--- src/rtl/instrument_autovibrato_fadeout_defines.svh ---
// ----------------------------------------------------------------------------
// instrument_autovibrato_fadeout_defines
// Assertion macros shared by the instrument auto-vibrato / fadeout block.
// ----------------------------------------------------------------------------
`ifndef INSTRUMENT_AUTOVIBRATO_FADEOUT_DEFINES_SVH
`define INSTRUMENT_AUTOVIBRATO_FADEOUT_DEFINES_SVH

// same-cycle implication, checked out of reset
`define IAF_ASSERT_NOW(label, clk, rstn, ante, cons, msg) \
    label: assert property (@(posedge clk) disable iff (!rstn) (ante) |-> (cons)) \
        else $error(msg);

// next-cycle implication, checked out of reset
`define IAF_ASSERT_NEXT(label, clk, rstn, ante, cons, msg) \
    label: assert property (@(posedge clk) disable iff (!rstn) (ante) |=> (cons)) \
        else $error(msg);

`endif

--- src/rtl/iaf_pkg.sv ---
// ----------------------------------------------------------------------------
// iaf_pkg
// Types, constants and wave helpers of the auto-vibrato / fadeout block.
// ----------------------------------------------------------------------------
package iaf_pkg;

    localparam int OFFSET_W = 13;
    localparam int LEVEL_W  = 16;
    localparam int MAG_W    = 12;
    localparam int PROD_W   = 20;
    localparam int DIV_STEPS = PROD_W;
    localparam int CNT_W    = $clog2(DIV_STEPS);

    localparam logic [LEVEL_W-1:0] FADE_FULL = 16'd32768;

    // register indexes on the config port
    localparam logic [2:0] REG_WAVE_SHAPE = 3'd0;
    localparam logic [2:0] REG_VIB_DEPTH  = 3'd1;
    localparam logic [2:0] REG_VIB_SWEEP  = 3'd2;
    localparam logic [2:0] REG_VIB_RATE   = 3'd3;
    localparam logic [2:0] REG_FADE_RATE  = 3'd4;

    // wave shapes
    localparam logic [1:0] WAVE_SINE   = 2'd0;
    localparam logic [1:0] WAVE_SQUARE = 2'd1;
    localparam logic [1:0] WAVE_INVSAW = 2'd2;
    localparam logic [1:0] WAVE_SAW    = 2'd3;

    localparam logic [0:0] OP_TICK    = 1'b0;
    localparam logic [0:0] OP_RETRIG  = 1'b1;

    typedef struct packed {
        logic accept;
        logic clear;
        logic ld_mag;
        logic ld_prod;
        logic div_step;
        logic ld_out;
    } cmd_t;

    typedef struct packed {
        logic retrig;
        logic sweep_zero;
        logic out_free;
    } stat_t;

    localparam logic [6:0] QUARTER_SINE [0:64] = '{
        7'd0,  7'd2,  7'd3,  7'd5,  7'd6,  7'd8,  7'd9,  7'd11,
        7'd12, 7'd14, 7'd16, 7'd17, 7'd19, 7'd20, 7'd22, 7'd23,
        7'd24, 7'd26, 7'd27, 7'd29, 7'd30, 7'd32, 7'd33, 7'd34,
        7'd36, 7'd37, 7'd38, 7'd39, 7'd41, 7'd42, 7'd43, 7'd44,
        7'd45, 7'd46, 7'd47, 7'd48, 7'd49, 7'd50, 7'd51, 7'd52,
        7'd53, 7'd54, 7'd55, 7'd56, 7'd56, 7'd57, 7'd58, 7'd59,
        7'd59, 7'd60, 7'd60, 7'd61, 7'd61, 7'd62, 7'd62, 7'd62,
        7'd63, 7'd63, 7'd63, 7'd64, 7'd64, 7'd64, 7'd64, 7'd64,
        7'd64
    };

    // signed wave value, -64..64
    function automatic logic signed [7:0] wave_at(input logic [1:0] shape,
                                                   input logic [7:0] p);
        logic [6:0] mag;
        logic [6:0] ramp;
        logic signed [7:0] w;
        mag  = 7'd0;
        ramp = 7'd0;
        w    = 8'sd0;
        unique case (shape)
            WAVE_SINE: begin
                mag = p[6] ? QUARTER_SINE[7'd64 - {1'b0, p[5:0]}]
                           : QUARTER_SINE[{1'b0, p[5:0]}];
                w = p[7] ? -$signed({1'b0, mag}) : $signed({1'b0, mag});
            end
            WAVE_SQUARE: begin
                w = p[7] ? -8'sd64 : 8'sd64;
            end
            WAVE_INVSAW: begin
                ramp = 7'd64 - p[7:1];
                w = $signed({1'b0, ramp}) - 8'sd64;
            end
            WAVE_SAW: begin
                ramp = p[7:1] + 7'd64;
                w = $signed({1'b0, ramp}) - 8'sd64;
            end
            default: w = 8'sd0;
        endcase
        return w;
    endfunction

endpackage

--- src/rtl/instrument_autovibrato_fadeout.sv ---
// ----------------------------------------------------------------------------
// instrument_autovibrato_fadeout
// Per-tick fadeout and instrument auto-vibrato for one tracker channel.
//
//   channel   dir  tdata fields (low bit up)               other
//   s_        in   key_released, pad                       tuser = opcode
//   m_        out  period_offset[12:0], fade_level[28:13]  -
//   apb       in   5 regs at 4*i: shape, depth, sweep, rate, fade
//
// After the accepting edge the result passes ST_MAG and ST_OUT for a
// retrigger, ST_MAG, ST_PROD and ST_OUT for a tick with sweep 0, and else
// ST_DIV too: the sweep scaling runs through a restoring divider, one quotient
// bit a cycle over the 20-bit product. One item is in flight at a time; the
// next one is taken once the result sits in the output register, which may
// stall on m_tready. Reset is synchronous.
// ----------------------------------------------------------------------------
`include "instrument_autovibrato_fadeout_defines.svh"

module instrument_autovibrato_fadeout (
    input  logic        aclk,
    input  logic        aresetn,
    // APB config
    input  logic        psel,
    input  logic        penable,
    input  logic        pwrite,
    input  logic [4:0]  paddr,
    input  logic [31:0] pwdata,
    output logic [31:0] prdata,
    output logic        pready,
    // input items
    input  logic        s_tvalid,
    output logic        s_tready,
    input  logic [7:0]  s_tdata,   // [0] key_released, [7:1] zero
    input  logic        s_tuser,   // [0] opcode
    // result items
    output logic        m_tvalid,
    input  logic        m_tready,
    output logic [31:0] m_tdata    // [12:0] period_offset, [28:13] fade_level
);
    import iaf_pkg::*;

    logic [1:0]  wave_shape_reg;
    logic [3:0]  vib_depth_reg;
    logic [7:0]  vib_sweep_reg;
    logic [5:0]  vib_rate_reg;
    logic [11:0] fade_rate_reg;

    logic [2:0]  reg_idx;
    logic        cfg_wr;

    cmd_t  cmd;
    stat_t stat;

    logic signed [OFFSET_W-1:0] period_offset;
    logic [LEVEL_W-1:0]         fade_level;

    assign pready  = 1'b1;
    assign reg_idx = paddr[4:2];
    assign cfg_wr  = psel && penable && pwrite && pready;

    always_ff @(posedge aclk) begin
        if (!aresetn) begin
            wave_shape_reg <= '0;
            vib_depth_reg  <= '0;
            vib_sweep_reg  <= '0;
            vib_rate_reg   <= '0;
            fade_rate_reg  <= '0;
        end else if (cfg_wr) begin
            unique case (reg_idx)
                REG_WAVE_SHAPE: wave_shape_reg <= pwdata[1:0];
                REG_VIB_DEPTH:  vib_depth_reg  <= pwdata[3:0];
                REG_VIB_SWEEP:  vib_sweep_reg  <= pwdata[7:0];
                REG_VIB_RATE:   vib_rate_reg   <= pwdata[5:0];
                REG_FADE_RATE:  fade_rate_reg  <= pwdata[11:0];
                default: ;
            endcase
        end
    end

    always_comb begin
        unique case (reg_idx)
            REG_WAVE_SHAPE: prdata = {30'd0, wave_shape_reg};
            REG_VIB_DEPTH:  prdata = {28'd0, vib_depth_reg};
            REG_VIB_SWEEP:  prdata = {24'd0, vib_sweep_reg};
            REG_VIB_RATE:   prdata = {26'd0, vib_rate_reg};
            REG_FADE_RATE:  prdata = {20'd0, fade_rate_reg};
            default:        prdata = 32'd0;
        endcase
    end

    iaf_ctrl u_ctrl (
        .aclk     (aclk),
        .aresetn  (aresetn),
        .s_tvalid (s_tvalid),
        .s_tready (s_tready),
        .stat     (stat),
        .cmd      (cmd)
    );

    iaf_dp u_dp (
        .aclk              (aclk),
        .aresetn           (aresetn),
        .cmd               (cmd),
        .stat              (stat),
        .in_opcode         (s_tuser),
        .in_key_released   (s_tdata[0]),
        .wave_shape        (wave_shape_reg),
        .vib_depth         (vib_depth_reg),
        .vib_sweep         (vib_sweep_reg),
        .vib_rate          (vib_rate_reg),
        .fade_rate         (fade_rate_reg),
        .m_tready          (m_tready),
        .m_tvalid          (m_tvalid),
        .out_period_offset (period_offset),
        .out_fade_level    (fade_level)
    );

    assign m_tdata = {3'd0, fade_level, period_offset};

    `IAF_ASSERT_NEXT(a_one_in_flight, aclk, aresetn,
        s_tvalid && s_tready, !s_tready, "item accepted while another in flight")
    `IAF_ASSERT_NOW(a_level_range, aclk, aresetn,
        m_tvalid, m_tdata[28:13] <= FADE_FULL, "fade level above full scale")
    `IAF_ASSERT_NOW(a_offset_range, aclk, aresetn,
        m_tvalid, $signed(m_tdata[12:0]) >= -13'sd3840 && $signed(m_tdata[12:0]) <= 13'sd3840,
        "period offset out of range")

endmodule

--- src/rtl/iaf_ctrl.sv ---
// ----------------------------------------------------------------------------
// iaf_ctrl
// Sequencer: accept, wave scale or retrigger clear, sweep product, serial divide, result load.
// ----------------------------------------------------------------------------
module iaf_ctrl (
    input  logic          aclk,
    input  logic          aresetn,
    input  logic          s_tvalid,
    output logic          s_tready,
    input  iaf_pkg::stat_t stat,
    output iaf_pkg::cmd_t  cmd
);
    import iaf_pkg::*;

    localparam logic [2:0] ST_IDLE = 3'd0;
    localparam logic [2:0] ST_MAG  = 3'd1;
    localparam logic [2:0] ST_PROD = 3'd2;
    localparam logic [2:0] ST_DIV  = 3'd3;
    localparam logic [2:0] ST_OUT  = 3'd4;

    logic [2:0]       state_reg, state_next;
    logic [CNT_W-1:0] cnt_reg, cnt_next;

    always_comb begin
        state_next = state_reg;
        cnt_next   = cnt_reg;
        cmd        = '0;
        s_tready   = 1'b0;
        unique case (state_reg)
            ST_IDLE: begin
                s_tready   = 1'b1;
                cmd.accept = s_tvalid;
                if (s_tvalid) state_next = ST_MAG;
            end
            ST_MAG: begin
                if (stat.retrig) begin
                    cmd.clear  = 1'b1;
                    state_next = ST_OUT;
                end else begin
                    cmd.ld_mag = 1'b1;
                    state_next = ST_PROD;
                end
            end
            ST_PROD: begin
                cmd.ld_prod = 1'b1;
                cnt_next    = CNT_W'(DIV_STEPS - 1);
                state_next  = stat.sweep_zero ? ST_OUT : ST_DIV;
            end
            ST_DIV: begin
                cmd.div_step = 1'b1;
                if (cnt_reg == '0) begin
                    state_next = ST_OUT;
                end else begin
                    cnt_next = cnt_reg - 1'b1;
                end
            end
            ST_OUT: begin
                if (stat.out_free) begin
                    cmd.ld_out = 1'b1;
                    state_next = ST_IDLE;
                end
            end
            default: state_next = ST_IDLE;
        endcase
    end

    always_ff @(posedge aclk) begin
        if (!aresetn) begin
            state_reg <= ST_IDLE;
            cnt_reg   <= '0;
        end else begin
            state_reg <= state_next;
            cnt_reg   <= cnt_next;
        end
    end

endmodule

--- src/rtl/iaf_dp.sv ---
// ----------------------------------------------------------------------------
// iaf_dp
// Channel state, wave lookup, depth/sweep scaling, restoring divider and
// result register.
// ----------------------------------------------------------------------------
module iaf_dp (
    input  logic                            aclk,
    input  logic                            aresetn,
    input  iaf_pkg::cmd_t                   cmd,
    output iaf_pkg::stat_t                  stat,
    input  logic                            in_opcode,
    input  logic                            in_key_released,
    input  logic [1:0]                      wave_shape,
    input  logic [3:0]                      vib_depth,
    input  logic [7:0]                      vib_sweep,
    input  logic [5:0]                      vib_rate,
    input  logic [11:0]                     fade_rate,
    input  logic                            m_tready,
    output logic                            m_tvalid,
    output logic signed [iaf_pkg::OFFSET_W-1:0] out_period_offset,
    output logic [iaf_pkg::LEVEL_W-1:0]     out_fade_level
);
    import iaf_pkg::*;

    logic               opcode_reg;
    logic               key_reg;
    logic [7:0]         phase_reg;
    logic [7:0]         sweep_pos_reg;
    logic [LEVEL_W-1:0] fade_vol_reg;
    logic               neg_reg;
    logic [MAG_W-1:0]   mag_reg;
    logic [PROD_W-1:0]  work_reg;
    logic [7:0]         rem_reg;
    logic               valid_reg;
    logic signed [OFFSET_W-1:0] offset_reg;
    logic [LEVEL_W-1:0] level_reg;

    logic signed [7:0]  wave;
    logic [6:0]         wmag;
    logic [10:0]        depth_prod;
    logic [7:0]         pos;
    logic [8:0]         sweep_inc;
    logic [7:0]         sweep_pos_next;
    logic [LEVEL_W-1:0] fade_next;
    logic [PROD_W-1:0]  prod;
    logic [8:0]         trial;
    logic               q_bit;
    logic [MAG_W-1:0]   res_mag;
    logic signed [OFFSET_W-1:0] offset_next;

    assign wave       = wave_at(wave_shape, phase_reg);
    assign wmag       = wave[7] ? 7'(-wave) : wave[6:0];
    assign depth_prod = 11'(wmag) * 11'(vib_depth);

    // position clamps to the sweep length if the length shrank mid-note
    assign pos            = (sweep_pos_reg > vib_sweep) ? vib_sweep : sweep_pos_reg;
    assign sweep_inc      = {1'b0, sweep_pos_reg} + 9'd1;
    assign sweep_pos_next = (sweep_inc > {1'b0, vib_sweep}) ? vib_sweep : sweep_inc[7:0];
    assign fade_next      = (fade_vol_reg > LEVEL_W'(fade_rate)) ?
                            fade_vol_reg - LEVEL_W'(fade_rate) : '0;
    assign prod           = PROD_W'(mag_reg) * PROD_W'(pos);

    // one quotient bit per step
    assign trial = {rem_reg, work_reg[PROD_W-1]};
    assign q_bit = (trial >= {1'b0, vib_sweep});

    assign res_mag     = (vib_sweep == 8'd0) ? mag_reg : work_reg[MAG_W-1:0];
    assign offset_next = (opcode_reg == OP_RETRIG) ? '0 :
                         neg_reg ? -$signed({1'b0, res_mag}) : $signed({1'b0, res_mag});

    assign stat.retrig     = (opcode_reg == OP_RETRIG);
    assign stat.sweep_zero = (vib_sweep == 8'd0);
    assign stat.out_free   = !valid_reg || m_tready;

    always_ff @(posedge aclk) begin
        if (cmd.accept) begin
            opcode_reg <= in_opcode;
            key_reg    <= in_key_released;
        end
        if (cmd.ld_mag) begin
            neg_reg <= wave[7];
            mag_reg <= {depth_prod[9:0], 2'b00};
        end
        if (cmd.ld_prod) begin
            work_reg <= prod;
            rem_reg  <= '0;
        end else if (cmd.div_step) begin
            rem_reg  <= q_bit ? 8'(trial - {1'b0, vib_sweep}) : trial[7:0];
            work_reg <= {work_reg[PROD_W-2:0], q_bit};
        end
        if (cmd.ld_out) begin
            offset_reg <= offset_next;
            level_reg  <= fade_vol_reg;
        end
    end

    always_ff @(posedge aclk) begin
        if (!aresetn) begin
            phase_reg     <= '0;
            sweep_pos_reg <= '0;
            fade_vol_reg  <= FADE_FULL;
            valid_reg     <= 1'b0;
        end else begin
            if (cmd.clear) begin
                phase_reg     <= '0;
                sweep_pos_reg <= '0;
                fade_vol_reg  <= FADE_FULL;
            end else if (cmd.ld_prod) begin
                phase_reg     <= phase_reg + {2'b00, vib_rate};
                sweep_pos_reg <= sweep_pos_next;
                if (key_reg) fade_vol_reg <= fade_next;
            end
            if (cmd.ld_out) begin
                valid_reg <= 1'b1;
            end else if (m_tready) begin
                valid_reg <= 1'b0;
            end
        end
    end

    assign m_tvalid          = valid_reg;
    assign out_period_offset = offset_reg;
    assign out_fade_level    = level_reg;

endmodule
--- config.mk ---
export PLATFORM = sky130hd
export DESIGN_NAME = instrument_autovibrato_fadeout
export DESIGN_NICKNAME = d
export VERILOG_FILES = /design/src/rtl/iaf_pkg.sv /design/src/rtl/instrument_autovibrato_fadeout.sv /design/src/rtl/iaf_ctrl.sv /design/src/rtl/iaf_dp.sv
export VERILOG_INCLUDE_DIRS = /design/src /design/src/rtl
export SDC_FILE = /design/constraint.sdc
export NUM_CORES = 1
export LEC_CHECK = 0
export BUFFER_PORTS_ARGS = -buffer_cell sky130_fd_sc_hd__buf_2
export CORE_UTILIZATION = 62
export CTS_CLUSTER_SIZE = 12
export DETAILED_ROUTE_END_ITERATION = 10
export PLACE_DENSITY = 0.83
export SYNTH_ARGS = -nofsm -noshare
export SYNTH_HDL_FRONTEND = slang
export SYNTH_SLANG_ARGS = --single-unit
--- constraint.sdc ---
create_clock -name aclk -period 9 [get_ports aclk]
set_input_delay 0.9 -clock aclk [delete_from_list [all_inputs] [get_ports aclk]]
set_output_delay 0.9 -clock aclk [all_outputs]
set_load 0.05 [all_outputs]
=== Word level (Yosys, flattened, before mapping) ===
Memory sizes are Yosys's and may differ from the RTL's.
Index checks and enable logic that the tools add are counted.

* Flip-flop bits (word level): 143
* RAM bits: 0
* Memories: 2
* Word-level logic and storage cells: 122
* Latch bits: 0
* Bits of input ports: 53
* Output and inout bits: 67
* Memory bits (read-only): 1792

{| class="wikitable"
|+ Memories
! memory !! depth !! bits a word !! rd ports !! clocked after Yosys merged registers in !! wr ports !! RTL line !! RTL
|-
| (name not given) || 128 || 7 || 1 || 0 || 0 || iaf_pkg.sv:70 || <nowiki>mag = p[6] ? QUARTER_SINE[7'd64 - {1'b0, p[5:0]}]</nowiki>
|-
| (name not given) || 128 || 7 || 1 || 0 || 0 || iaf_pkg.sv:71 || <nowiki>: QUARTER_SINE[{1'b0, p[5:0]}];</nowiki>
|}

* Order comparisons: 6
* Divide/modulo/power cells: 0
* Add/sub/neg operators: 13
* Multiplexer cells: 37
* Shift-type cells: 0
* Bitwise operators: 4
* Multipliers: 2
* Reductions and logical operators: 22
* Eq/ne operators: 15

{| class="wikitable"
|+ Operator list
! cell !! count
|-
| one-hot mux 12 bit (5 select lines) || 1
|-
| two-way mux 7 bit || 6
|-
| two-way mux 20 bit || 2
|-
| two-way mux 8 bit || 5
|-
| one-hot mux 8 bit (4 select lines) || 1
|-
| two-way mux 12 bit || 2
|-
| multiplier 10 x 8 -> 18 bit || 1
|-
| >= comparator 8 bit (second input constant) || 2
|-
| > comparator 16 x 12 -> 1 bit || 1
|-
| two-way mux 16 bit || 1
|-
| subtractor 16 x 12 -> 16 bit || 1
|-
| subtractor 7 x 7 -> 8 bit (second input constant) || 2
|-
| two-way mux 3 bit || 5
|-
| one-hot mux 3 bit (5 select lines) || 1
|-
| AND reduction 2 bit || 7
|-
| negator 12 -> 13 bit || 1
|-
| equality test 3 x 2 -> 1 bit (second input constant) || 4
|-
| multiplier 7 x 4 -> 10 bit || 1
|-
| two-way mux 1 bit || 10
|-
| one-hot mux 5 bit (2 select lines) || 1
|-
| adder 8 x 1 -> 9 bit (second input constant) || 1
|-
| >= comparator 9 x 8 -> 1 bit || 1
|-
| > comparator 9 x 8 -> 1 bit || 1
|-
| adder 8 x 6 -> 8 bit || 1
|-
| 29 further kinds || 40
|}

=== Logic depth before layout (Yosys ltp) ===
Gate-level depths: netlist (run 1).

* Word-level depth: 12
* Gate-level depth with buffers: 36
* Depth with buffers taken out: 32

=== Modules after synthesis ===
Synthesis (run 1) repeated with hierarchy kept, for this count alone.

* Cells, all modules: 1531
* Area total of the unflattened synthesis: 13491.7 um^2

{| class="wikitable"
|+ Modules (own cells, without submodules)
! module !! cells each !! area each (um^2) !! sequential area each (um^2) !! instances
|-
| iaf_dp || 1278 || 11273.3 || 2682.6 || 1
|-
| instrument_autovibrato_fadeout || 188 || 1685.4 || 640.6 || 1
|-
| iaf_ctrl || 65 || 533.0 || 160.2 || 1
|}

=== Worst setup path before layout (run 1) ===
OpenSTA, ideal clock, no wires.

* Path type: register to register
* Start point: register u_dp.phase_reg[0]
* End point: register u_dp.mag_reg[11] (data pin)
* Clock period less this slack: 6876 ps
* Data arrival time: 6616 ps
* Setup slack: 2124 ps
* Cell stages (with the launch flop): 34
* Setup time: 260 ps
* Buffers on the path: 4
* Required time: 8740 ps
* Cell sequence: dfxtp_1 > clkbuf_1 > inv_1 > ha_1 > buf_4 > inv_1 > ha_1 > clkbuf_1 > buf_1 > o21ai_0 > o22a_1 > a32oi_1 > o211ai_1 > and2_1 > ha_1 > nand2b_1 > xor2_1 > a22oi_1 > inv_1 > o31ai_2 > xnor2_1 > and2_1 > fa_1 > inv_1 > fa_1 > inv_1 > ha_1 > a21oi_1 > o21bai_1 > a21oi_1 > o21bai_1 > a21oi_1 > xnor2_1 > xnor2_1

* Longest elaborated chain between the ends: 12
* Elaborated cells on any way between the ends: 16
* Classes of those cells: add/sub (3); mul (1); mux (8); bitwise (2); memory (2)

{| class="wikitable"
|+ Ends and longest elaborated chain
! what !! RTL line !! RTL
|-
| start, declared || iaf_dp.sv:27 || <nowiki>logic [7:0] phase_reg;</nowiki>
|-
| start signal, assigned || iaf_dp.sv:109 || <nowiki>phase_reg <= phase_reg + {2'b00, vib_rate};</nowiki>
|-
| subtractor 7 x 6 -> 7 bit || iaf_pkg.sv:70 ||
|-
| NOT 7 -> 8 bit (implied by the code) || iaf_pkg.sv:70 ||
|-
| memory read (128 x 7 bit) || n/a ||
|-
| two-way mux 7 bit (implied by the code) (2 in a row) || iaf_pkg.sv:70 ||
|-
| two-way mux 7 bit * || iaf_pkg.sv:70 ||
|-
| negator 7 -> 8 bit || iaf_pkg.sv:72 || <nowiki>w = p[7] ? -$signed({1'b0, mag}) : $signed({1'b0, mag});</nowiki>
|-
| two-way mux 8 bit * || iaf_pkg.sv:72 ||
|-
| one-hot mux 8 bit (4 select lines) * || iaf_pkg.sv:68 || <nowiki>unique case (shape)</nowiki>
|-
| negator 7 bit || iaf_dp.sv:52 || <nowiki>assign wmag = wave[7] ? 7'(-wave) : wave[6:0];</nowiki>
|-
| two-way mux 7 bit * || iaf_dp.sv:52 ||
|-
| multiplier 7 x 4 -> 10 bit * || iaf_dp.sv:53 || <nowiki>assign depth_prod = 11'(wmag) * 11'(vib_depth);</nowiki>
|-
| via u_dp.depth_prod[9] || iaf_dp.sv:40 || <nowiki>logic [10:0] depth_prod;</nowiki>
|-
| end signal, assigned || iaf_dp.sv:82 || <nowiki>mag_reg <= {depth_prod[9:0], 2'b00};</nowiki>
|-
| end, declared || iaf_dp.sv:31 || <nowiki>logic [MAG_W-1:0] mag_reg;</nowiki>
|}

The timed path passes the listed nets; every way through them passes the cells marked *. The select of a mux whose other input is x is not followed.
A chain may end at the register's enable or synchronous reset.

=== Worst setup path after layout (run 1) ===
* Start point: register vib_sweep_reg[1]
* End point: register u_dp.work_reg[19] (data pin)

* Longest elaborated chain between the ends: 4

{| class="wikitable"
|+ Ends and longest elaborated chain
! what !! RTL line !! RTL
|-
| start, declared || instrument_autovibrato_fadeout.sv:44 || <nowiki>logic [7:0] vib_sweep_reg;</nowiki>
|-
| start signal, assigned || instrument_autovibrato_fadeout.sv:72 || <nowiki>REG_VIB_SWEEP: vib_sweep_reg <= pwdata[7:0];</nowiki>
|-
| > comparator 8 bit || iaf_dp.sv:56 || <nowiki>assign pos = (sweep_pos_reg > vib_sweep) ? vib_sweep : sweep_pos_reg;</nowiki>
|-
| two-way mux 8 bit * || iaf_dp.sv:56 ||
|-
| multiplier 10 x 8 -> 18 bit * || iaf_dp.sv:61 || <nowiki>assign prod = PROD_W'(mag_reg) * PROD_W'(pos);</nowiki>
|-
| two-way mux 20 bit * || iaf_dp.sv:84 || <nowiki>if (cmd.ld_prod) begin</nowiki>
|-
| end signal, assigned || iaf_dp.sv:85 || <nowiki>work_reg <= prod;</nowiki>
|-
| end signal, assigned || iaf_dp.sv:89 || <nowiki>work_reg <= {work_reg[PROD_W-2:0], q_bit};</nowiki>
|-
| end, declared || iaf_dp.sv:32 || <nowiki>logic [PROD_W-1:0] work_reg;</nowiki>
|}

Every way passes the cells marked *; elsewhere a longest branch is shown, timed or not.

==> reports/metrics.cfg, run 1 <==
[synth]
async_flop_share = 0
synth_area_mm2 = 0.01309
syn_inst = 1543
yosys_warnings = 0
synth-edff-count = 62
yosysMostFrequentCell = nand2_1
synth_top_cell_area_share = 0.1422
synth.area.top_cells = edfxtp_1 14%, dfxtp_1 12%, ha_1 11%, fa_1 9.3%, nor2b_1 4.5%
avgSynthCellArea_um2 = 8.486
synth_largest_area_cell = edfxtp_1
ys_seq_elements = 143
synth_ff_type = dfxtp_1
yosysUniqueCellTypes = 88
ys_seq_area_frac = 0.2660
synth_common_cells = 148 x nand2_1, 133 x inv_1, 125 x nor2_1

[drt]
firstDrtPassIters = 6
viasPerCell = 5.950
wl_per_cell_um = 15.99
vias = 10954
drc_errors = 0
first_iter_violations = 772
ant_nets = 0
routed_wl_um = 29440

[timing]
finalCritPeriodShare = 0.8779
rsz0062_at_grt = false
hold_violations = 0
maxSlewViolCount = 0
fin_hold_ws_ns = 0.4664
fmax_mhz = 126.6
fin_ws_ns = 1.099
min_period_ns = 7.901
fin_worst_skew_ns = 0.01107
tightest_slew_ns = 1.079
finalSetupTns_ns = 0
relSlewSlack = 0.2757
setup_viol = 0

[min_path]
hp-class = flop to flop

[critical_path]
r2r_end = u_dp.work_reg[19]
path_buf_inv = 4
path_max_fanout = 15
critPathMaxStageDelay_ns = 0.70
rr_worst_depth = 29
worstSetupEndpointType = flop
r2r-start = vib_sweep_reg[1]
startpoint_type = flop
crit_start = vib_sweep_reg[1]
critPathKind = flop to flop
crit_cells = 29
worst_path_most_repeated_cell = o21ai_0
required_ns = 9.15
setup.worst_path.end = u_dp.work_reg[19]
critPathSlowestCell = a21oi_1
arrival_ns = 8.05
critical-path-top-delay-family = compound AO/OA/AOI/OAI gates
reg2reg_slack_ns = 1.10

[global_routing]
grt_max_degree = 51
grt_pass1_wl_um = 48970
grt_use_total = 0.2770
overflow = 0
antenna_found_initial = 0
grt_pass1_vias = 10274

[layout]
final_net_count = 1785
final_core_util = 0.6819
final_layout_size_suffix_gt1_frac = 0.09039
diodes = 0
fin_area_mm2 = 0.01398
areaGrowthSynthToFinish_pct = 6.737
largest_reg_flops = 20
instances_no_fill = 1841
nFillCells = 1597

[die]
die_h_um = 147.3
die_w_um = 147.3
die-area_mm2 = 0.02170
ios = 120
start_util = 0.6389
row_count = 52
coreArea_mm2 = 0.02049

[clock_tree]
cts_setup_buffers = 0
htreeDepth = 4
postCtsResizedCells = 0
cts_hold_buf = 0
clock_sinks = 143
clock_latency_ns = 0.43
root_buffer = clkbuf_16
cts_tree = built
clk_pin_slew_ns = 0.07
cts_made_buffers = 17
clk_path_buf_depth = 2

[placement]
dpl-instance-area_mm2 = 0.01340
dp.cells = 1809
gp_congestion = 0.9059
io_buffer_count = 66
dp_slack_ns = 1.219
dp_hpwl_um = 21800

[pwr]
finalPower_mw = 1.612
power_switching_uw = 480.0
vdd_drop_max_mv = 0.1426
p_sw_frac = 0.2979
seqPwrFrac = 0.439
clkPwrFrac = 0.427
p_leak_nw = 5.971
p_int_mw = 1.132
pwr_density_cell_mw_per_mm2 = 115.3
pwr-share-comb = 0.134

[job]
maxCapViolations = 0

[status]
status = complete, no violations

## layout by cell type (no fill, tap or decap), types with 33 or more instances in the layout
cell / instances
nand2_1: 148
inv_1: 133
nor2_1: 124
ha_1: 113
a21oi_1: 98
nor2b_1: 94
o21ai_0: 84
dfxtp_1: 81
buf_2: 66
edfxtp_1: 62
fa_1: 61
xnor2_1: 50
mux2i_1: 42
nor3_1: 33
## worst min-delay path by stage
| stage | startpoint | end | slack, ns | cells past startpoint |
|---|---|---|---|---|
| 3_5_place_dp | u_dp.fade_vol_reg[3] | u_dp.out_fade_level[3] | 0.45 | 0 |
| 5_1_grt | u_dp.fade_vol_reg[8] | u_dp.out_fade_level[8] | 0.49 | 0 |
| 3_3_place_gp | u_dp.fade_vol_reg[8] | u_dp.out_fade_level[8] | 0.44 | 0 |
| 6_report | u_dp.fade_vol_reg[3] | u_dp.out_fade_level[3] | 0.47 | 0 |
| 2_1_floorplan | u_dp.rem_reg[7] | u_dp.rem_reg[7] | 0.43 | 2 |
| 4_1_cts | u_dp.fade_vol_reg[8] | u_dp.out_fade_level[8] | 0.46 | 0 |
## layer usage
metal | wire [µm] | up-vias | GRT usage
met5 | 0 | - | 0
met4 | 651 | 0 | 0.09639
met3 | 1678 | 56 | 0.04130
met2 | 14440 | 366 | 0.4710
met1 | 12670 | 5256 | 0.3586
li1 | - | 5276 | -
## power groups by stage
stage          Clock (mW)  Sequential (mW)  Combinational, mW
2_1_floorplan           0            0.715              0.182
3_3_place_gp            0            0.720              0.204
3_5_place_dp            0            0.721              0.211
4_1_cts             0.694            0.706              0.214
5_1_grt             0.720            0.708              0.238
6_report            0.689            0.707              0.216
## kinds of logic (layout without fill, tap and decap cells)
logic type | count (synthesis) | after routing | share of synthesized area
compound gates | 331 | 331 | 0.1613
xor+xnor | 76 | 76 | 0.05399
fa+ha+maj | 174 | 174 | 0.2012
buf+inv | 237 | 243 | 0.07826
flops | 143 | 143 | 0.2660
mux | 45 | 45 | 0.03469
other cells | 2 | 24 | 0.0005736
simple gates | 535 | 535 | 0.2039
## cell type report
cell class / instances / area [µm²] / share of cell area
clock inverters: 15 / 146.4 / 0.01047
repair buffers: 76 / 405.4 / 0.02901
multi-input cells: 1185 / 8671 / 0.6204
clock buffers: 17 / 425.4 / 0.03044
inverters: 135 / 506.7 / 0.03626
well taps: 270 / 337.8 / 0.02417
flip-flops and latches: 143 / 3483 / 0.2492
No activity file was read; power rests on OpenSTA's default activity.
==> run 2, diff against run 1 <==
--- a/config.mk
+++ b/config.mk
@@ -10,7 +10,7 @@
 export CORE_UTILIZATION = 62
 export CTS_CLUSTER_SIZE = 12
 export DETAILED_ROUTE_END_ITERATION = 10
-export PLACE_DENSITY = 0.83
+export PLACE_DENSITY = 0.81
 export SYNTH_ARGS = -nofsm -noshare
 export SYNTH_HDL_FRONTEND = slang
 export SYNTH_SLANG_ARGS = --single-unit
==> run 2 against run 1 <==
Cell count hardly changed. First-iteration DRC count up 7.3%. Power shrank 1.5%. Clock power down 3.3%. Die area unchanged. Critical endpoint unchanged. Global-route usage down 0.28 points. Clock-buffer cell count grew 1. Worst hold slack improved by 0.0043 ns. Fmax down 0.94%. Critical path depth stayed put. Sequential power hardly changed.
==> reports/metrics.cfg, run 2 (same netlist as run 1, synthesis figures left out) <==
[layout]
multi_input_area_mm2 = 0.008671  ; unchanged
final_net_count = 1784  ; -0.056%
final_cell_mix = 148 x nand2_1, 133 x inv_1, 124 x nor2_1
final_common_cell = nand2_1
areaGrowthSynthToFinish_pct = 6.517
seq_area_mm2 = 0.003483  ; unchanged
diodes = 0  ; unchanged
final_layout_size_suffix_gt1_frac = 0.08917  ; -0.001216
largest_reg_flops = 20  ; unchanged
nFillCells = 1624  ; +1.7%

[clock_tree]
cts_setup_buffers = 0  ; unchanged
clk_pin_slew_ns = 0.06  ; about the same
cts_made_buffers = 17  ; unchanged
clk_path_buf_depth = 2  ; unchanged
clock_latency_ns = 0.43  ; about the same
cts_hold_buf = 0  ; unchanged
htreeDepth = 4  ; unchanged
cts_tree = built
clock_sinks = 143  ; unchanged
root_buffer = clkbuf_16
postCtsResizedCells = 0  ; unchanged

[pwr]
pwr_density_cell_mw_per_mm2 = 113.9  ; -1.3%
p_leak_nw = 5.959  ; -0.20%
finalPower_mw = 1.588  ; -1.5%
vdd_drop_max_mv = 0.1285  ; -9.9%

[critical_path]
startpoint_type = flop
worstSetupEndpointType = flop
critPathKind = flop to flop
critPathSlowestCell = a21oi_1
required_ns = 9.14  ; about the same
crit_start = vib_sweep_reg[1]
path_max_fanout = 15  ; unchanged
arrival_ns = 8.12  ; +0.07 ns
worst_path_most_repeated_cell = o21ai_0
r2r-start = vib_sweep_reg[1]
critPathMaxStageDelay_ns = 0.71  ; about the same

[min_path]
hp-class = flop to flop
hold_start = fade_rate_reg[4]

[job]
maxCapViolations = 0  ; unchanged

[global_routing]
overflow = 0  ; unchanged
grt_max_degree = 51  ; unchanged
antenna_found_initial = 0  ; unchanged
grt_pass1_vias = 10305  ; +0.30%
grt_pass1_wl_um = 49020  ; +0.11%
grt_use_total = 0.2742  ; -0.002785

[timing]
hold_violations = 0  ; unchanged
relSlewSlack = 0.2392  ; -0.03642
fin_worst_skew_ns = 0.01065  ; -0.0004123 ns
finalSetupTns_ns = 0  ; unchanged
rsz0062_at_grt = false
fmax_mhz = 125.4  ; -0.94%
tightest_slew_ns = 1.141  ; +0.06238 ns
maxSlewViolCount = 0  ; unchanged
min_period_ns = 7.976  ; +0.07507 ns
setup_viol = 0  ; unchanged
finalCritPeriodShare = 0.8862  ; +0.008341

[die]
die_w_um = 147.3  ; unchanged
row_count = 52  ; unchanged
die_h_um = 147.3  ; unchanged
start_util = 0.6389  ; unchanged
die-area_mm2 = 0.02170  ; unchanged
coreArea_mm2 = 0.02049  ; unchanged
ios = 120  ; unchanged

[drt]
wl_per_cell_um = 15.70  ; -1.8%
routed_wl_um = 28890  ; -1.9%
first_iter_violations = 828  ; +7.3%
viasPerCell = 5.852  ; -1.7%
drc_errors = 0  ; unchanged
ant_nets = 0  ; unchanged
firstDrtPassIters = 6  ; unchanged
vias = 10767  ; -1.7%

[placement]
gp_congestion = 0.9105  ; +0.51%
dp_hpwl_um = 21370  ; -2.0%
io_buffer_count = 66  ; unchanged

[status]
status = complete, no violations

-- run 2: cell count changes in the layout (fill, tap and decap cells not counted) --
cell / previous run / this run
clkinv_2: 1 / 0
buf_4: 10 / 9
clkinv_8: 2 / 0
clkbuf_1: 0 / 1
inv_4: 0 / 2
-- run 2: final cells by class --
cell class | instances | area share
flip-flops and latches | 143 | 0.2498
clock inverters | 14 | 0.008702
repair buffers | 75 | 0.02853
clock buffers | 18 | 0.03077
inverters | 135 | 0.03633
multi-input cells | 1185 | 0.6217
well taps | 270 | 0.02422
-- run 2: final timing paths --
path	endpoint	cells past startpoint	slack (ns)
hold / removal	fade_rate_reg[4]	2	0.47
setup / recovery	u_dp.work_reg[19]	29	1.02
hold reg to reg	fade_rate_reg[4]	2	0.47
setup reg to reg	u_dp.work_reg[19]	29	1.02
-- run 2: power breakdown --
group          leakage [nW]  total, mW  switching, mW  internal [mW]
logic                  4.46      0.215          0.140         0.0749
clock network         0.265      0.666          0.303          0.362
registers              1.24      0.707         0.0173          0.690
total                  5.96       1.59          0.461           1.13
-- run 2: critical path: cells and delay by family, from the launching register on --
family                     cells  cell delay (ns)
buffers and inverters          4             0.31
and+or+nand+nor                4             0.51
adders and majority gates      6             2.66
AOI/OAI and AO/OA             14             3.53
DFF                            1             0.49
xor gates and xnor gates       1             0.16
-- run 2: layer usage --
| metal | GRT usage | routed length [µm] |
|---|---|---|
| met5 | 0 | 0 |
| met4 | 0.07784 | 403 |
| met3 | 0.03447 | 1604 |
| met2 | 0.4693 | 14190 |
| met1 | 0.3634 | 12690 |
-- run 2: stage by stage --
step                      utilization  hold WS [ns]  setup slack (ns)  area [µm²]  cells
final                          0.6805        0.4707             1.024       13950   1840
after global routing           0.6805        0.4836            0.6128       13950   1840
after CTS                      0.6805        0.4690             1.154       13950   1840
after detailed placement       0.6537        0.4465             1.201       13400   1808
after global placement         0.6537        0.4480             1.361       13400   1808
after floorplan                     -        0.4257             2.124       13180   1565
==> run 3, diff against run 2 <==
--- a/config.mk
+++ b/config.mk
@@ -13,4 +13,5 @@
 export PLACE_DENSITY = 0.81
 export SYNTH_ARGS = -nofsm -noshare
 export SYNTH_HDL_FRONTEND = slang
+export SYNTH_HIERARCHICAL = 1
 export SYNTH_SLANG_ARGS = --single-unit
==> run 3 against run 2 <==
Combinational power rose by 40%. Die area up 3.0%. Register-to-register slack lost 0.34 ns. Synthesized cell count decreased by 0.78%. Clock power rose by 4.5%. Sequential share of layout area fell by 0.83 points. Cell count barely moved. Routed wire length increased by 3.0%. Critical path type unchanged. Critical endpoint is now u_dp/mag_reg[11].
==> reports/metrics.cfg, run 3 <==
[synth]
synth.area.top_cells = edfxtp_1 14%, dfxtp_1 12%, ha_1 10%, fa_1 9.1%, mux2i_1 4.9%
avgSynthCellArea_um2 = 8.812  ; +3.8%
async_flop_share = 0  ; unchanged
synth_ff_type = dfxtp_1
yosysUniqueCellTypes = 96  ; +9.1%
synth_largest_area_cell = edfxtp_1
ys_seq_elements = 143  ; unchanged
yosys_warnings = 6  ; +6
yosysMostFrequentCell = nand2_1
synth-edff-count = 62  ; unchanged
syn_inst = 1531  ; -0.78%
ys_seq_area_frac = 0.2582  ; -0.007845
synth_common_cells = 135 x nand2_1, 128 x inv_1, 112 x ha_1
synth_area_mm2 = 0.01349  ; +3.0%
synth_top_cell_area_share = 0.1380  ; -0.004193

[timing]
maxSlewViolCount = 0  ; unchanged
hold_violations = 0  ; unchanged
setup_viol = 0  ; unchanged
fin_ws_ns = 0.6861  ; -0.3381 ns
finalCritPeriodShare = 0.9238  ; +0.03756
min_period_ns = 8.314  ; +0.3381 ns
fin_hold_ws_ns = 0.4731  ; +0.002425 ns
tightest_slew_ns = 1.122  ; -0.01903 ns
relSlewSlack = 0.2519  ; +0.01269
fmax_mhz = 120.3  ; -4.1%
finalSetupTns_ns = 0  ; unchanged
fin_worst_skew_ns = 0.01497  ; +0.004316 ns

[critical_path]
path_max_fanout = 18  ; +3
worstSetupEndpointType = flop
worst_path_most_repeated_cell = inv_1
reg2reg_slack_ns = 0.69  ; -0.34 ns
arrival_ns = 8.58  ; +0.46 ns
critPathSlowestCell = a21oi_1
critPathMaxStageDelay_ns = 0.66  ; -0.05 ns
r2r_end = u_dp/mag_reg[11]
required_ns = 9.27  ; +0.13 ns
r2r-start = u_dp/phase_reg[1]
critPathKind = flop to flop
rr_worst_depth = 29  ; unchanged
startpoint_type = flop

[global_routing]
grt_pass1_wl_um = 49010  ; about the same
use_met2 = 0.4704  ; +0.001031
grt_max_degree = 67  ; +31%
grt_use_total = 0.2716  ; -0.002623
grt_busiest_layer = met2
antenna_found_initial = 0  ; unchanged
overflow = 0  ; unchanged
grt_pass1_vias = 10254  ; -0.49%
grtUsageMet1 = 0.3470  ; -0.01637
grt_use_met3 = 0.03323  ; -0.001240

[drt]
firstDrtPassIters = 6  ; unchanged
first_iter_violations = 605  ; -27%
drc_errors = 0  ; unchanged
viasPerCell = 5.878  ; +0.44%
wl_per_cell_um = 16.17  ; +3.0%
routed_wl_um = 29740  ; +3.0%
ant_nets = 0  ; unchanged
vias = 10809  ; +0.39%

[die]
ios = 120  ; unchanged
row_count = 53  ; +1.9%
die_w_um = 149.5  ; +1.5%
die_h_um = 149.5  ; +1.5%
start_util = 0.6378  ; -0.001106
coreArea_mm2 = 0.02115  ; +3.2%
die-area_mm2 = 0.02235  ; +3.0%

[placement]
io_buffer_count = 66  ; unchanged
gp_congestion = 0.8757  ; -3.8%
dpl-instance-area_mm2 = 0.01383  ; +3.3%
dp_slack_ns = 0.7382  ; -0.4628 ns
dp_hpwl_um = 21850  ; +2.2%
dp.cells = 1807  ; -0.055%

[clock_tree]
clk_pin_slew_ns = 0.07  ; about the same
clock_sinks = 143  ; unchanged
cts_made_buffers = 17  ; unchanged
cts_hold_buf = 0  ; unchanged
cts_tree = built
htreeDepth = 4  ; unchanged
root_buffer = clkbuf_16
clk_path_buf_depth = 2  ; unchanged
clock_latency_ns = 0.44  ; about the same

[min_path]
hold_end = fade_rate_reg[10]
hold_start = fade_rate_reg[10]
whs_path_depth = 2  ; unchanged
hp-class = flop to flop

[layout]
final_core_util = 0.6820  ; +0.001500
final_common_cell = nand2_1
nFillCells = 1685  ; +3.8%
fin_area_mm2 = 0.01443  ; +3.4%
largest_reg_flops = 20  ; unchanged
instances_no_fill = 1839  ; -0.054%
final_cell_mix = 135 x nand2_1, 128 x inv_1, 112 x ha_1
final_layout_size_suffix_gt1_frac = 0.1068  ; +0.01761
diodes = 0  ; unchanged
final_net_count = 1777  ; -0.39%
areaGrowthSynthToFinish_pct = 6.937

[pwr]
pwr_density_cell_mw_per_mm2 = 119.3  ; +4.8%
finalPower_mw = 1.722  ; +8.4%
p_leak_nw = 6.057  ; +1.6%
vdd_drop_max_mv = 0.1371  ; +6.7%

[job]
maxCapViolations = 0  ; unchanged

[status]
status = complete, no violations

run 3: cell families (layout without fill, tap and decap cells):
kind of cell / after synthesis / in the layout / synth area share
multiplexers: 85 / 85 / 0.06510
XOR/XNOR: 76 / 76 / 0.04989
buffers and inverters: 228 / 239 / 0.07438
flip-flops: 143 / 143 / 0.2582
AND/OR/NAND/NOR: 537 / 537 / 0.2120
other: 2 / 24 / 0.0005566
AO/OA/AOI/OAI: 287 / 287 / 0.1455
adder cells (fa/ha/maj): 173 / 173 / 0.1944
run 3: worst max path at each step:
stage                       endpoint         startpoint  slack, ns
floorplan           u_dp/mag_reg[11]  u_dp/phase_reg[0]       1.72
global placement    u_dp/mag_reg[11]  u_dp/phase_reg[1]       0.91
detailed placement  u_dp/mag_reg[11]  u_dp/phase_reg[1]       0.74
CTS                 u_dp/mag_reg[11]  u_dp/phase_reg[1]       0.72
global route        u_dp/mag_reg[11]  u_dp/phase_reg[1]      -0.02
finish              u_dp/mag_reg[11]  u_dp/phase_reg[1]       0.69
run 3: timing repair:
action / 4_1_cts / 5_1_grt
setup endpoints to repair: 0 / 1
setup buffers: 0 / 0
resized for setup: 0 / 2
run 3: metal layers:
| metal | vias up | part of all wire | wire (µm) |
|---|---|---|---|
| li1 | 5294 | - | - |
| met1 | 5182 | 0.44 | 13080 |
| met3 | 51 | 0.039 | 1172 |
| met4 | 0 | 0.020 | 590 |
| met5 | - | 0 | 0 |
| met2 | 282 | 0.50 | 14890 |
run 3: critical path: cells and delay by family, from the launching register on:
family,cells,cell delay [ns]
AO/OA/AOI/OAI,9,2.42
AND/OR/NAND/NOR,9,2.07
adder cells (fa/ha/maj),5,2.07
flip-flops,1,0.58
buffers and inverters,4,0.51
XOR/XNOR,2,0.48
run 3: cell type report:
cell class / instances / area, µm² / area share
multi-input combinational: 1182 / 9121 / 0.6322
timing repair buffer: 77 / 412.9 / 0.02862
tap: 275 / 344.1 / 0.02385
inverter: 130 / 488.0 / 0.03382
clock inverter: 15 / 152.6 / 0.01058
sequential: 143 / 3483 / 0.2414
clock buffer: 17 / 425.4 / 0.02949
run 3: where the power goes:
group	switching [mW]	internal, mW	total, mW	leakage, nW
sequential	0.0236	0.702	0.726	1.22
combinational	0.197	0.103	0.300	4.55
clock	0.307	0.389	0.696	0.283
